File: config.mk
export PLATFORM = sky130hd
export DESIGN_NAME = integer_to_word_tokens
export DESIGN_NICKNAME = d
export VERILOG_FILES = /design/src/sv/i2w_pkg.sv /design/src/sv/i2w_bcd.sv /design/src/sv/integer_to_word_tokens.sv
export SDC_FILE = /design/constraint.sdc
export NUM_CORES = 1
export LEC_CHECK = 0
export ABC_AREA = 0
export BUFFER_PORTS_ARGS = -buffer_cell sky130_fd_sc_hd__buf_2
export CAP_MARGIN = 5
export CORE_MARGIN = 4
export CORE_UTILIZATION = 35
export CTS_CLUSTER_SIZE = 25
export DETAILED_ROUTE_END_ITERATION = 16
export GPL_TIMING_DRIVEN = 0
export PLACE_DENSITY = 0.57
export SLEW_MARGIN = 20
export SYNTH_ARGS = -nofsm -noshare
export SYNTH_HDL_FRONTEND = slang
export SYNTH_SLANG_ARGS = --single-unit
File: constraint.sdc
create_clock -name i_clk -period 6 [get_ports i_clk]
set_input_delay 1.5 -clock i_clk [delete_from_list [all_inputs] [get_ports i_clk]]
set_output_delay 1.5 -clock i_clk [all_outputs]
set_load 0.05 [all_outputs]
File: src/sv/i2w_pkg.sv
`timescale 1ns / 1ps

package i2w_pkg;

    localparam int VALUE_W = 31;
    localparam int DIGIT_W = 4;
    localparam int DIGITS  = 10;
    localparam int BCD_W   = DIGITS * DIGIT_W;
    localparam int GRP_W   = 3 * DIGIT_W;
    localparam int GROUPS  = 4;
    localparam int PAD_W   = GROUPS * GRP_W;
    localparam int CODE_W  = 5;
    localparam int CNT_W   = $clog2(VALUE_W);
    localparam int STEP_W  = 3;

    typedef logic [CODE_W-1:0] t_word;
    typedef logic [DIGIT_W-1:0] t_digit;

    localparam t_word W_ZERO      = t_word'(0);
    localparam t_word W_TEN       = t_word'(10);
    localparam t_word W_TENS_BASE = t_word'(18);
    localparam t_word W_HUNDRED   = t_word'(28);
    localparam t_word W_SCALE_0   = t_word'(28);

    // Micro-operations. Each one tests the current group and may put one token.
    localparam logic [2:0] OP_CHK   = 3'd0;
    localparam logic [2:0] OP_HDIG  = 3'd1;
    localparam logic [2:0] OP_HWORD = 3'd2;
    localparam logic [2:0] OP_TEEN  = 3'd3;
    localparam logic [2:0] OP_TENS  = 3'd4;
    localparam logic [2:0] OP_ONES  = 3'd5;
    localparam logic [2:0] OP_SCALE = 3'd6;
    localparam logic [2:0] OP_NEXT  = 3'd7;

    typedef struct packed {
        logic [2:0]        op;
        logic [STEP_W-1:0] target;
    } t_uop;

    // Control store: one pass over a three-digit group. The check step skips
    // to the group end when the group is zero; the last step loops back.
    function automatic t_uop uc_rom(input logic [STEP_W-1:0] step);
        t_uop u;
        case (step)
            3'd0: u = '{op: OP_CHK,   target: 3'd7};
            3'd1: u = '{op: OP_HDIG,  target: 3'd0};
            3'd2: u = '{op: OP_HWORD, target: 3'd0};
            3'd3: u = '{op: OP_TEEN,  target: 3'd0};
            3'd4: u = '{op: OP_TENS,  target: 3'd0};
            3'd5: u = '{op: OP_ONES,  target: 3'd0};
            3'd6: u = '{op: OP_SCALE, target: 3'd0};
            3'd7: u = '{op: OP_NEXT,  target: 3'd0};
            default: u = '{op: OP_NEXT, target: 3'd0};
        endcase
        return u;
    endfunction

endpackage

File: src/sv/i2w_bcd.sv
`timescale 1ns / 1ps

// Shift-and-add-three binary to decimal converter, one input bit per cycle.
module i2w_bcd (
    input  logic                             i_clk,
    input  logic                             i_rst_n,
    input  logic                             i_start,
    input  logic [i2w_pkg::VALUE_W-1:0]      i_value,
    output logic                             o_done,
    output logic [i2w_pkg::BCD_W-1:0]        o_bcd
);

    logic [i2w_pkg::VALUE_W-1:0] r_bin, n_bin;
    logic [i2w_pkg::BCD_W-1:0]   r_bcd, n_bcd;
    logic [i2w_pkg::CNT_W-1:0]   r_cnt, n_cnt;
    logic                        r_busy, n_busy;
    logic                        r_done, n_done;
    logic [i2w_pkg::BCD_W-1:0]   adj;

    always_comb begin
        for (int d = 0; d < i2w_pkg::DIGITS; d++) begin
            if (r_bcd[d*i2w_pkg::DIGIT_W +: i2w_pkg::DIGIT_W] >= i2w_pkg::t_digit'(5)) begin
                adj[d*i2w_pkg::DIGIT_W +: i2w_pkg::DIGIT_W] =
                    r_bcd[d*i2w_pkg::DIGIT_W +: i2w_pkg::DIGIT_W] + i2w_pkg::t_digit'(3);
            end else begin
                adj[d*i2w_pkg::DIGIT_W +: i2w_pkg::DIGIT_W] =
                    r_bcd[d*i2w_pkg::DIGIT_W +: i2w_pkg::DIGIT_W];
            end
        end
    end

    always_comb begin
        n_bin  = r_bin;
        n_bcd  = r_bcd;
        n_cnt  = r_cnt;
        n_busy = r_busy;
        n_done = 1'b0;
        if (i_start) begin
            n_bin  = i_value;
            n_bcd  = '0;
            n_cnt  = '0;
            n_busy = 1'b1;
        end else if (r_busy) begin
            n_bcd = {adj[i2w_pkg::BCD_W-2:0], r_bin[i2w_pkg::VALUE_W-1]};
            n_bin = {r_bin[i2w_pkg::VALUE_W-2:0], 1'b0};
            n_cnt = r_cnt + i2w_pkg::CNT_W'(1);
            if (r_cnt == i2w_pkg::CNT_W'(i2w_pkg::VALUE_W - 1)) begin
                n_busy = 1'b0;
                n_done = 1'b1;
            end
        end
    end

    always_ff @(posedge i_clk) begin
        if (!i_rst_n) begin
            r_busy <= 1'b0;
            r_done <= 1'b0;
            r_cnt  <= '0;
        end else begin
            r_busy <= n_busy;
            r_done <= n_done;
            r_cnt  <= n_cnt;
        end
        r_bin <= n_bin;
        r_bcd <= n_bcd;
    end

    assign o_done = r_done;
    assign o_bcd  = r_bcd;

endmodule

File: src/sv/integer_to_word_tokens.sv
`timescale 1ns / 1ps
// A nonzero value is first converted to decimal digits, then handed to the sequencer,
// which walks the control store one group at a time, from billions down to units.
// A new value is taken only once the sequencer is back in idle. A nonzero group walks
// every control-store step, a zero group only the check step and the group-end step,
// and a step that puts a token waits while the output is stalled.
// Reset (synchronous, active low) returns the sequencer to idle and drops the output valid.

module integer_to_word_tokens (
    input  logic                              i_clk,
    input  logic                              i_rst_n,
    input  logic                              i_in_valid,
    output logic                              o_in_stall,
    input  logic [i2w_pkg::VALUE_W-1:0]       i_value,
    output logic                              o_out_valid,
    input  logic                              i_out_stall,
    output logic [i2w_pkg::CODE_W-1:0]        o_word_code,
    output logic                              o_last_word
);

    localparam logic [1:0] S_IDLE = 2'd0;
    localparam logic [1:0] S_CONV = 2'd1;
    localparam logic [1:0] S_ZERO = 2'd2;
    localparam logic [1:0] S_RUN  = 2'd3;

    logic [1:0]                  r_state, n_state;
    logic [i2w_pkg::STEP_W-1:0]  r_step, n_step;
    logic [1:0]                  r_grp, n_grp;
    logic                        r_out_valid, n_out_valid;
    i2w_pkg::t_word              r_code, n_code;
    logic                        r_last, n_last;
    logic                        r_sent_last, n_sent_last;

    logic                        conv_start;
    logic                        conv_done;
    logic [i2w_pkg::BCD_W-1:0]   bcd;
    logic [i2w_pkg::PAD_W-1:0]   pad;
    logic [i2w_pkg::GRP_W-1:0]   grp;
    i2w_pkg::t_digit             dig_h, dig_t, dig_o;
    logic                        lower_zero;
    logic                        grp_zero;
    logic                        can_put;
    logic                        put;
    logic                        emit;
    i2w_pkg::t_word              e_code;
    logic                        e_last;
    i2w_pkg::t_uop               uop;

    // The value is converted to ten decimal digits before the sequencer walks it.
    i2w_bcd u_bcd (
        .i_clk   (i_clk),
        .i_rst_n (i_rst_n),
        .i_start (conv_start),
        .i_value (i_value),
        .o_done  (conv_done),
        .o_bcd   (bcd)
    );

    assign pad = {{(i2w_pkg::PAD_W - i2w_pkg::BCD_W){1'b0}}, bcd};

    // Pick out the current group (billions, millions, thousands or units) and
    // check whether every digit below it is zero, which decides the last flag
    // on its scale word.
    always_comb begin
        case (r_grp)
            2'd0: begin
                grp        = pad[0 +: i2w_pkg::GRP_W];
                lower_zero = 1'b1;
            end
            2'd1: begin
                grp        = pad[i2w_pkg::GRP_W +: i2w_pkg::GRP_W];
                lower_zero = (pad[i2w_pkg::GRP_W-1:0] == '0);
            end
            2'd2: begin
                grp        = pad[2*i2w_pkg::GRP_W +: i2w_pkg::GRP_W];
                lower_zero = (pad[2*i2w_pkg::GRP_W-1:0] == '0);
            end
            default: begin
                grp        = pad[3*i2w_pkg::GRP_W +: i2w_pkg::GRP_W];
                lower_zero = (pad[3*i2w_pkg::GRP_W-1:0] == '0);
            end
        endcase
    end

    assign dig_h    = grp[3*i2w_pkg::DIGIT_W-1:2*i2w_pkg::DIGIT_W];
    assign dig_t    = grp[2*i2w_pkg::DIGIT_W-1:i2w_pkg::DIGIT_W];
    assign dig_o    = grp[i2w_pkg::DIGIT_W-1:0];
    assign grp_zero = (grp == '0);
    assign uop      = i2w_pkg::uc_rom(r_step);

    // Token decode for the current control word. Inside the units group a
    // token is the final one when no later digit of the group would speak;
    // in a higher group the scale word always follows.
    always_comb begin
        emit   = 1'b0;
        e_code = i2w_pkg::W_ZERO;
        e_last = 1'b0;
        case (uop.op)
            i2w_pkg::OP_HDIG: begin
                emit   = (dig_h != '0);
                e_code = i2w_pkg::t_word'(dig_h);
            end
            i2w_pkg::OP_HWORD: begin
                emit   = (dig_h != '0);
                e_code = i2w_pkg::W_HUNDRED;
                e_last = (r_grp == 2'd0) && (dig_t == '0) && (dig_o == '0);
            end
            i2w_pkg::OP_TEEN: begin
                emit   = (dig_t == i2w_pkg::t_digit'(1));
                e_code = i2w_pkg::W_TEN + i2w_pkg::t_word'(dig_o);
                e_last = (r_grp == 2'd0);
            end
            i2w_pkg::OP_TENS: begin
                emit   = (dig_t >= i2w_pkg::t_digit'(2));
                e_code = i2w_pkg::W_TENS_BASE + i2w_pkg::t_word'(dig_t);
                e_last = (r_grp == 2'd0) && (dig_o == '0);
            end
            i2w_pkg::OP_ONES: begin
                emit   = (dig_t != i2w_pkg::t_digit'(1)) && (dig_o != '0);
                e_code = i2w_pkg::t_word'(dig_o);
                e_last = (r_grp == 2'd0);
            end
            i2w_pkg::OP_SCALE: begin
                emit   = (r_grp != 2'd0);
                e_code = i2w_pkg::W_SCALE_0 + i2w_pkg::t_word'(r_grp);
                e_last = lower_zero;
            end
            default: begin
                emit = 1'b0;
            end
        endcase
    end

    // The output register frees up in the same cycle that its token is taken.
    assign can_put = !r_out_valid || !i_out_stall;

    always_comb begin
        n_state     = r_state;
        n_step      = r_step;
        n_grp       = r_grp;
        n_out_valid = r_out_valid && i_out_stall;
        n_code      = r_code;
        n_last      = r_last;
        n_sent_last = r_sent_last;
        conv_start  = 1'b0;
        put         = 1'b0;
        case (r_state)
            S_IDLE: begin
                if (i_in_valid) begin
                    n_sent_last = 1'b0;
                    if (i_value == '0) begin
                        n_state = S_ZERO;
                    end else begin
                        conv_start = 1'b1;
                        n_state    = S_CONV;
                    end
                end
            end
            S_CONV: begin
                if (conv_done) begin
                    n_state = S_RUN;
                    n_step  = '0;
                    n_grp   = 2'(i2w_pkg::GROUPS - 1);
                end
            end
            S_ZERO: begin
                if (can_put) begin
                    put         = 1'b1;
                    n_out_valid = 1'b1;
                    n_code      = i2w_pkg::W_ZERO;
                    n_last      = 1'b1;
                    n_sent_last = 1'b1;
                    n_state     = S_IDLE;
                end
            end
            S_RUN: begin
                // A step that puts a token waits for room; other steps never wait.
                if (!emit || can_put) begin
                    if (emit) begin
                        put         = 1'b1;
                        n_out_valid = 1'b1;
                        n_code      = e_code;
                        n_last      = e_last;
                        if (e_last) begin
                            n_sent_last = 1'b1;
                        end
                    end
                    case (uop.op)
                        i2w_pkg::OP_CHK: begin
                            n_step = grp_zero ? uop.target : r_step + i2w_pkg::STEP_W'(1);
                        end
                        i2w_pkg::OP_NEXT: begin
                            if (r_grp == 2'd0) begin
                                n_state = S_IDLE;
                            end else begin
                                n_grp  = r_grp - 2'd1;
                                n_step = uop.target;
                            end
                        end
                        default: begin
                            n_step = r_step + i2w_pkg::STEP_W'(1);
                        end
                    endcase
                end
            end
            default: begin
                n_state = S_IDLE;
            end
        endcase
    end

    always_ff @(posedge i_clk) begin
        if (!i_rst_n) begin
            r_state     <= S_IDLE;
            r_step      <= '0;
            r_grp       <= '0;
            r_out_valid <= 1'b0;
            r_sent_last <= 1'b0;
        end else begin
            r_state     <= n_state;
            r_step      <= n_step;
            r_grp       <= n_grp;
            r_out_valid <= n_out_valid;
            r_sent_last <= n_sent_last;
        end
        r_code <= n_code;
        r_last <= n_last;
    end

    // A new request is taken only when the sequencer has finished the previous one.
    assign o_in_stall  = (r_state != S_IDLE);
    assign o_out_valid = r_out_valid;
    assign o_word_code = r_code;
    assign o_last_word = r_last;

    // The final token must have gone out by the time the units group closes.
    a_last_before_end: assert property (@(posedge i_clk) disable iff (!i_rst_n)
        (r_state == S_RUN && uop.op == i2w_pkg::OP_NEXT && r_grp == 2'd0) |-> r_sent_last)
        else $error("run ended without a final token");

    // Nothing may follow the final token of a run.
    a_no_token_after_last: assert property (@(posedge i_clk) disable iff (!i_rst_n)
        (r_state == S_RUN && put) |-> !r_sent_last)
        else $error("token put after the final token");

    // The converter only finishes while the sequencer waits for it.
    a_conv_done_in_conv: assert property (@(posedge i_clk) disable iff (!i_rst_n)
        conv_done |-> (r_state == S_CONV))
        else $error("conversion finished outside the conversion state");

    // An accepted request always leads away from idle on the next cycle.
    a_accept_leaves_idle: assert property (@(posedge i_clk) disable iff (!i_rst_n)
        (r_state == S_IDLE && i_in_valid) |=> (r_state == S_CONV || r_state == S_ZERO))
        else $error("accepted request did not start a run");

endmodule
* Yosys cells after proc, flatten, opt, wreduce, memory -nomap -nowiden
Memories as Yosys holds them, arrays and structs flattened. A register that Yosys moved wholly into a read port is not among the register bits.
Index checks and enable logic that the tools add are counted.
** Word-level totals
- Register bits after elaboration :: 92
- Latch bits :: 0
- Memory bits (writable) :: 0
- Bits in read-only memories :: 48
- Input port bits :: 35
- Word-level logic and storage cells :: 156
- Memories kept :: 1
** Memory list
- (name not given) :: depth 8, width 6, rd ports 1, clocked after Yosys merged registers in 1, write ports 0, RTL line i2w_pkg.sv:44 : case (step)
** Operators by class
- Add/subtract/negate cells :: 16
- Multiply operators :: 0
- Divide/modulo/power cells :: 0
- $lt $le $gt $ge :: 11
- Equality and inequality tests :: 24
- Shifts and indexed selects :: 0
- Mux-type cells :: 56
- Bitwise operators :: 2
- Reductions and logical operators :: 35
** Operators with widths (number)
- $mux 31 :: 2
- $ge 4x3->1 const B :: 10
- $add 4x2->4 const B :: 9
- $logic_not 36->1 :: 1
- $mux 4 :: 9
- $pmux 12 s3 :: 1
- $logic_not 31->1 :: 1
- $pmux 5 s6 :: 1
- $logic_not 12->1 :: 2
- $logic_not 24->1 :: 1
- $mux 3 :: 7
- $mux 2 :: 10
- $mux 5 :: 3
- $ne 2x2->1 const B :: 7
- $mux 1 :: 13
- $eq 3x3->1 const B :: 4
- $pmux 3 s2 :: 2
- $pmux 5 s2 :: 1
- $reduce_bool 2->1 :: 5
- $logic_not 4->1 :: 2
- $pmux 2 s4 :: 1
- $reduce_and 4->1 :: 2
- $reduce_bool 4->1 :: 2
- $eq 2x2->1 const B :: 3
- other kinds (31) :: 45

* Depth between registers and ports, before layout
Gate-level depths: netlist of run 1.
- Depth in word-level cells :: 11
- Gate-level depth with buffers :: 11
- Gate-level depth less buffers :: 9

* Modules after synthesis
A second synthesis of run 1 with hierarchy kept.
** Second synthesis, totals
- Cells, all modules :: 595
- Area total of the unflattened synthesis :: 5690.5 µm²
** Modules (own cells, without submodules)
- i2w_bcd :: times used 1, cells an instance 391, area an instance 3992.6 µm², sequential area each 1871.8 µm²
- integer_to_word_tokens :: times used 1, cells an instance 204, area an instance 1697.9 µm², sequential area each 420.4 µm²

* Worst setup path after synthesis of run 1
Ideal clock, no wire load.
- Path type :: input to register
- Start point :: input port i_value[9] (netlist name)
- End point :: register u_bcd.r_bin[0] (netlist name) (enable)
- Data arrival time :: 3.132 ns
- Slack :: 2.541 ns
- Stages on the path :: 8
- Path buffers :: 2
- Cells stage by stage :: nor4_1 nand4_1 nor2_1 nor2b_1 nor2b_1 clkbuf_1 clkbuf_1 or2_2
** Between the ends
- Longest elaborated chain between the ends :: 5
** Ends and longest elaborated chain
- from (decl) :: RTL line integer_to_word_tokens.sv:14 : input logic [i2w_pkg::VALUE_W-1:0] i_value,
- $logic_not 31->1 :: RTL line integer_to_word_tokens.sv:151 : if (i_value == '0) begin
- $mux 1 :: RTL line integer_to_word_tokens.sv:151
- $mux 1 :: RTL line integer_to_word_tokens.sv:149 : if (i_in_valid) begin
- $mux 1 :: RTL line integer_to_word_tokens.sv:147 : case (r_state)
- $reduce_bool 2->1 (no line)
- to (signal assigned) :: RTL line i2w_bcd.sv:64 : r_bin <= n_bin;
- to (decl) :: RTL line i2w_bcd.sv:13 : logic [i2w_pkg::VALUE_W-1:0] r_bin, n_bin;
Every way passes these cells.
A chain may end at the register's enable or synchronous reset.

* Final worst setup path of run 1
- Start point :: input port i_value[2] (netlist name)
- End point :: register u_bcd.r_bin[6] (netlist name) (enable)
The elaborated chain is that of the path after synthesis.

==> reports/qor.csv, run 1 <==
stage;metric;value;unit
detailed_routing;vias_per_cell;5.32;
timing;worstMarginPinSlew;923;ps
pwr;cell_internal_pwr;1120;µW
clocking;hold_buffers;0;
timing;relSlewSlack;0.384;
detailed_routing;drtIter0Drc;420;
grt;grt.met1_usage;0.215;
clocking;cts-root-buf;clkbuf_16;
timing;skew;12.5;ps
run;max-cap-violations;0;
pwr;leakagePower;0.00236;µW
detailed_routing;wl_per_cell;16.3;µm
detailed_routing;ant_nets;0;
cells_and_area;drive_gt1_frac;0.162;
setup_path;cp-start-kind;primary input;
outcome;status;completed;
yosys;ys_ff_latch;96;
setup_path;cp.required;5990;ps
timing;fin_setup_tns;0;ps
setup_path;critical_path_class;in -> reg;
clocking;clkTransAtPathRegs;70;ps
placed_design;io_buffer_count;42;
setup_path;cp-end-kind;flip-flop;
clocking;cts-htree-levels;3;
timing;rsz0062_at_grt;false;
floorplanning;initial_core_util;0.360;
floorplanning;dieArea;17800;µm²
setup_path;cpLargestDelayFamily;simple AND/OR/NAND/NOR gates;
setup_path;worstPathCellList;buf_2 > nor4_1 > nand4_1 > nor2_1 > nor2b_1 > nor2b_1 > clkbuf_1 > clkbuf_1 > or2_2;
clocking;clk_latency;370;ps
grt;top_usage_layer;met2;
clocking;postCtsSetupRepairBufs;0;
setup_path;cp.arrival;3920;ps
clocking;clockBufferDepth;2;
detailed_routing;drc;0;
yosys;synth_flop_cell;dfxtp_1;
detailed_routing;drt_first_pass_iters;8;
pwr;p_per_area;241;nW/µm²
floorplanning;fp.dieW;134;µm
pwr;switching_share;0.264;
detailed_routing;drt-total-wl;14.0;mm
cells_and_area;syn2layout_area_growth;14.4;%
placed_design;dpl.hpwl;10.3;mm
clocking;cts_num_sinks;96;
pwr;seqPwrFrac;0.481;
yosys;syn_area_per_cell;9.33;µm²
grt;grt_util_met3;0.0378;
yosys;ys_warn_count;0;
grt;grt_pass1_wl;23.1;mm
yosys;syn_nets;664;
floorplanning;core;15300;µm²
setup_path;path_buf_inv;3;
placed_design;place.gp.congestion;0.928;
cells_and_area;final_nets;717;
cells_and_area;final_cells;861;
pwr;clkPwrFrac;0.410;
grt;grt_use_total;0.162;
pwr;p_comb_frac;0.108;
clocking;cts_resized;0;
detailed_routing;routed-via-count;4582;
clocking;cts_tree;built;
timing;min_period;3930;ps
yosys;synth_edf_count;37;
yosys;synthCells;591;
pwr;p_switching;402;µW
setup_path;ff2ff_path_depth;10;
yosys;synth_cell_type_count;56;
floorplanning;die_h;134;µm
grt;grt_pass1_vias;4515;
timing;timing.fmax;255;MHz
yosys;syn-cell-area;5520;µm²
setup_path;cp_slowest_cell;or2_2;
min_path;hold_path.class;reg -> reg;
setup_path;slowest_delay;720;ps
timing;final_hold_viol_count;0;
placed_design;dp_cells;844;
clocking;numCtsBuffers;9;
grt;grt_overflow;0;
cells_and_area;final_common_cell;nor2_1;
grt;grtUsageMet2;0.259;
floorplanning;num_rows;45;
grt;grt_max_degree;32;
timing;period_share;0.655;
grt;grt_antenna_before_repair;0;
yosys;ys_seq_area_frac;0.416;
timing;setup_viol;0;
setup_path;critPathMaxFanout;31;
yosys;async_flop_share;0;
floorplanning;io_pins;43;
setup_path;path_depth;9;
cells_and_area;final_cell_mix;nor2_1, a21oi_1, dfxtp_1;
pwr;peakVddDrop;0.000183;V
min_path;hold_depth;2;
timing;slew_violations;0;
final timing paths:
check                   from               to  slack, ps
max               i_value[2]   u_bcd.r_bin[6]       2070
min          u_bcd.o_bcd[39]  u_bcd.o_bcd[39]        490
max reg2reg         r_grp[0]   o_word_code[4]       2660
min reg2reg  u_bcd.o_bcd[39]  u_bcd.o_bcd[39]        490
tightest hold or removal path, stage by stage (launching register included):
cell and delay [ps]:
dfxtp_1 330, nand2_1 60, a21oi_1 60
synth_stat cells (3+ instances only):
cell type	instances	share of area
nor2_1	62	0.042
a21oi_1	60	0.054
dfxtp_1	59	0.21
nand2_1	40	0.027
o21ai_0	39	0.035
ha_1	38	0.086
edfxtp_1	37	0.20
mux2_2	30	0.061
inv_1	27	0.018
clkbuf_1	21	0.014
nor3_1	16	0.015
nand3_1	15	0.014
xor2_1	15	0.024
mux2i_1	14	0.025
a222oi_1	12	0.022
nand2b_1	12	0.014
xnor2_1	12	0.019
nor4_1	10	0.011
nand4_1	8	0.0091
nor2b_1	6	0.0068
a211oi_1	3	0.0041
a31oi_1	3	0.0034
buf_1	3	0.0020
buf_2	3	0.0027
or3_1	3	0.0034
power groups by stage:
stage | clock, µW | combinational, µW | sequential, µW
finish | 625 | 165 | 733
global route | 670 | 183 | 737
CTS | 638 | 166 | 733
detailed placement | 0 | 165 | 748
global placement | 0 | 161 | 747
floorplan | 0 | 114 | 741
routing by layer:
layer / share of wire / vias to the layer above / wire [µm]
met4: 0.020 / 0 / 285
li1: - / 2238 / -
met5: 0 / - / 0
met2: 0.46 / 138 / 6440
met1: 0.46 / 2180 / 6510
met3: 0.055 / 26 / 776
kinds of logic (layout without fill, tap and decap cells):
family	count (synthesis)	count (layout)	share of synthesized area
buffers and inverters	59	117	0.0436
AO/OA/AOI/OAI	139	139	0.157
multiplexers	45	45	0.0892
adder cells (fa/ha/maj)	38	38	0.0862
AND/OR/NAND/NOR	187	187	0.166
flip-flops	96	96	0.416
other	0	1	0
XOR/XNOR	27	27	0.0429
per-stage QoR:
step / utilization / setup slack, ps / total power, µW / cell area [µm²] / hold slack [ps]
global route: 0.412 / 1770 / 1590 / 6310 / 523
global placement: 0.391 / 1660 / 907 / 5990 / 468
detailed placement: 0.391 / 1600 / 913 / 5990 / 491
finish: 0.412 / 2070 / 1520 / 6310 / 495
CTS: 0.412 / 1990 / 1540 / 6310 / 502
floorplan: - / 2540 / 855 / 5520 / 445
area by class of cell:
class	instances	area, µm²
Antenna cell	1	2.50
Buffer	30	131
Clock buffer	9	225
Clock inverter	7	92.6
Fill cell	1528	9000
Inverter	29	109
Multi-Input combinational cell	436	2980
Sequential cell	96	2290
Tap cell	211	264
Timing Repair Buffer	42	210
registers in the layout, indices dropped and copies added (netlist names), 2 cells and up:
signal,count
u_bcd.o_bcd,40
u_bcd.r_bin,31
o_word_code,5
u_bcd.r_cnt,5
uop,4
r_step,3
r_grp,2
r_state,2
Note: power is estimated with default switching activity, not from simulation.
==> inputs of run 2 (changes only) <==
--- a/config.mk
+++ b/config.mk
@@ -13,7 +13,7 @@
 export CTS_CLUSTER_SIZE = 25
 export DETAILED_ROUTE_END_ITERATION = 16
 export GPL_TIMING_DRIVEN = 0
-export PLACE_DENSITY = 0.57
+export PLACE_DENSITY = 0.59
 export SLEW_MARGIN = 20
 export SYNTH_ARGS = -nofsm -noshare
 export SYNTH_HDL_FRONTEND = slang
==> constraint.sdc (replaced) <==
create_clock -name i_clk -period 3.51 [get_ports i_clk]
set_input_delay 0.8775 -clock i_clk [delete_from_list [all_inputs] [get_ports i_clk]]
set_output_delay 0.8775 -clock i_clk [all_outputs]
set_load 0.05 [all_outputs]
==> run 2 against run 1 <==
Effect of this change: sequential cell count unchanged; count of clock-buffer cells in the layout rose by 2; via count shrank 0.81%; combinational power up 70%; sequential share of layout area increased by 0.12 points; worst hold slack got worse by 12 ps; sequential power increased by 71%; highest routed layer unchanged.
==> reports/qor.csv, run 2 (same netlist as run 1, synthesis figures left out) <==
stage;metric;value;unit
detailed_routing;drtIter0Drc;374;
floorplanning;core;15300;µm²
grt;grtUsageMet2;0.252;
setup_path;critPathMaxFanout;10;
timing;min_period;3220;ps
cells_and_area;drive_gt1_frac;0.162;
cells_and_area;syn2layout_area_growth;14.0;%
setup_path;critical_path_class;reg -> reg;
placed_design;dpl-instance-area;5990;µm²
grt;grt_use_total;0.153;
timing;period_share;0.918;
clocking;clkTransAtPathRegs;70;ps
pwr;leakagePower;0.00234;µW
cells_and_area;final_cell_mix;nor2_1, a21oi_1, dfxtp_1;
cells_and_area;largest_reg_flops;40;
setup_path;cp-endpoint;uop[5];
pwr;peakVddDrop;0.000262;V
grt;grt_max_degree;32;
clocking;clk_latency;350;ps
timing;skew;12.6;ps
placed_design;dpl.hpwl;9.98;mm
timing;hold_ws;482;ps
grt;grt_pass1_vias;4334;
outcome;status;completed;
placed_design;place.gp.congestion;0.951;
setup_path;cp-end-kind;flip-flop;
grt;top_usage_layer;met2;
cells_and_area;final_area;6290;µm²
pwr;p_comb_frac;0.111;
setup_path;crit_path_start;r_grp[0];
detailed_routing;vias_per_cell;5.28;
clocking;cts-root-buf;clkbuf_16;
timing;slew_violations;0;
cells_and_area;postLayoutCoreUtil;0.411;
setup_path;cp.required;3760;ps
detailed_routing;drc;0;
clocking;numCtsBuffers;9;
detailed_routing;drt_first_pass_iters;6;
clocking;cts_num_sinks;96;
pwr;switching_share;0.258;
timing;worstMarginPinSlew;819;ps
clocking;clockBufferDepth;2;
floorplanning;dieArea;17800;µm²
setup_path;reg2reg_to;uop[5];
timing;timing.fmax;310;MHz
cells_and_area;final_nets;717;
pwr;clkPwrFrac;0.391;
grt;grt_overflow;0;
grt;grt_antenna_before_repair;0;
floorplanning;io_pins;43;
detailed_routing;routed-via-count;4545;
cells_and_area;fillCellCount;1543;
cells_and_area;n_antenna_cell;0;
floorplanning;fp.dieW;134;µm
timing;setup_viol;0;
cells_and_area;final_common_cell;nor2_1;
floorplanning;initial_core_util;0.360;
min_path;hold_path.class;reg -> reg;
timing;relSlewSlack;0.454;
pwr;seqPwrFrac;0.498;
floorplanning;num_rows;45;
setup_path;r2r_setup_slack;290;ps
detailed_routing;drt-total-wl;13.7;mm
grt;grt_pass1_wl;22.0;mm
setup_path;cp.arrival;3470;ps
clocking;cts-htree-levels;3;
timing;rsz0062_at_grt;false;
floorplanning;die_h;134;µm
run;max-cap-violations;0;
pwr;cell_internal_pwr;1870;µW
pwr;p_switching;649;µW
setup_path;ff2ff_path_depth;11;
grt;grt.met1_usage;0.202;
clocking;hold_buffers;0;
setup_path;cp-start-kind;flip-flop;
clocking;cts_tree;built;
pwr;p_per_area;401;nW/µm²
min_path;hp-start;u_bcd.o_bcd[39];
grt;grt_util_met3;0.0329;
detailed_routing;ant_nets;0;
detailed_routing;wl_per_cell;16.0;µm
timing;final_hold_viol_count;0;
setup_path;r2r_start;r_grp[0];
placed_design;io_buffer_count;42;
run 2: worst min-delay path by stage:
| stage | endpoint | slack [ps] | cells past startpoint |
|---|---|---|---|
| after floorplan | u_bcd.o_bcd[39] | 450 | 2 |
| after global placement | u_bcd.o_bcd[39] | 470 | 2 |
| after global routing | u_bcd.o_bcd[39] | 520 | 2 |
| after detailed placement | u_bcd.o_bcd[39] | 470 | 2 |
| after CTS | u_bcd.o_bcd[39] | 480 | 2 |
| final | u_bcd.o_bcd[39] | 480 | 2 |
run 2: metal layers:
layer	wire length [µm]	vias up
met5	0	-
met4	237	0
met3	687	21
met2	6350	139
met1	6440	2150
li1	-	2235
run 2: timing repair:
item                       4_1_cts  5_1_grt
buffers inserted                 0        0
setup endpoints to repair        0       37
resized for setup                0        2
run 2: area by class of cell:
class	count	area, µm²	share of cell area
Buffer	30	131	0.0209
Clock inverter	5	40.0	0.00637
Timing Repair Buffer	42	210	0.0334
Multi-Input combinational cell	436	2990	0.475
Clock buffer	11	254	0.0404
Inverter	29	109	0.0173
Tap cell	211	264	0.0420
Sequential cell	96	2290	0.364
run 2: worst max-delay path, cell delays in order, from the launching register on:
cell and delay (ps):
dfxtp_1 450, inv_1 110, ha_1 220, buf_6 140, buf_4 170, a222oi_1 620
nand4_1 220, a21boi_0 230, a31oi_1 250, o21ai_0 320, a31oi_1 110, o221a_2 280
run 2: power by group through the flow:
stage	clock [µW]	sequential, µW	combinational [µW]
CTS	1010	1250	280
floorplan	0	1270	195
global placement	0	1280	272
finish	985	1250	280
global route	1060	1260	309
detailed placement	0	1280	279
run 2: per-stage QoR:
step                      power [µW]  instances  setup slack [ps]  setup TNS, ps
final                           2520        860               289              0
after global routing            2630        860               132              0
after CTS                       2540        860               127              0
after detailed placement        1560        844              -254          -7800
after global placement          1550        844              -179          -5480
after floorplan                 1460        591               673              0
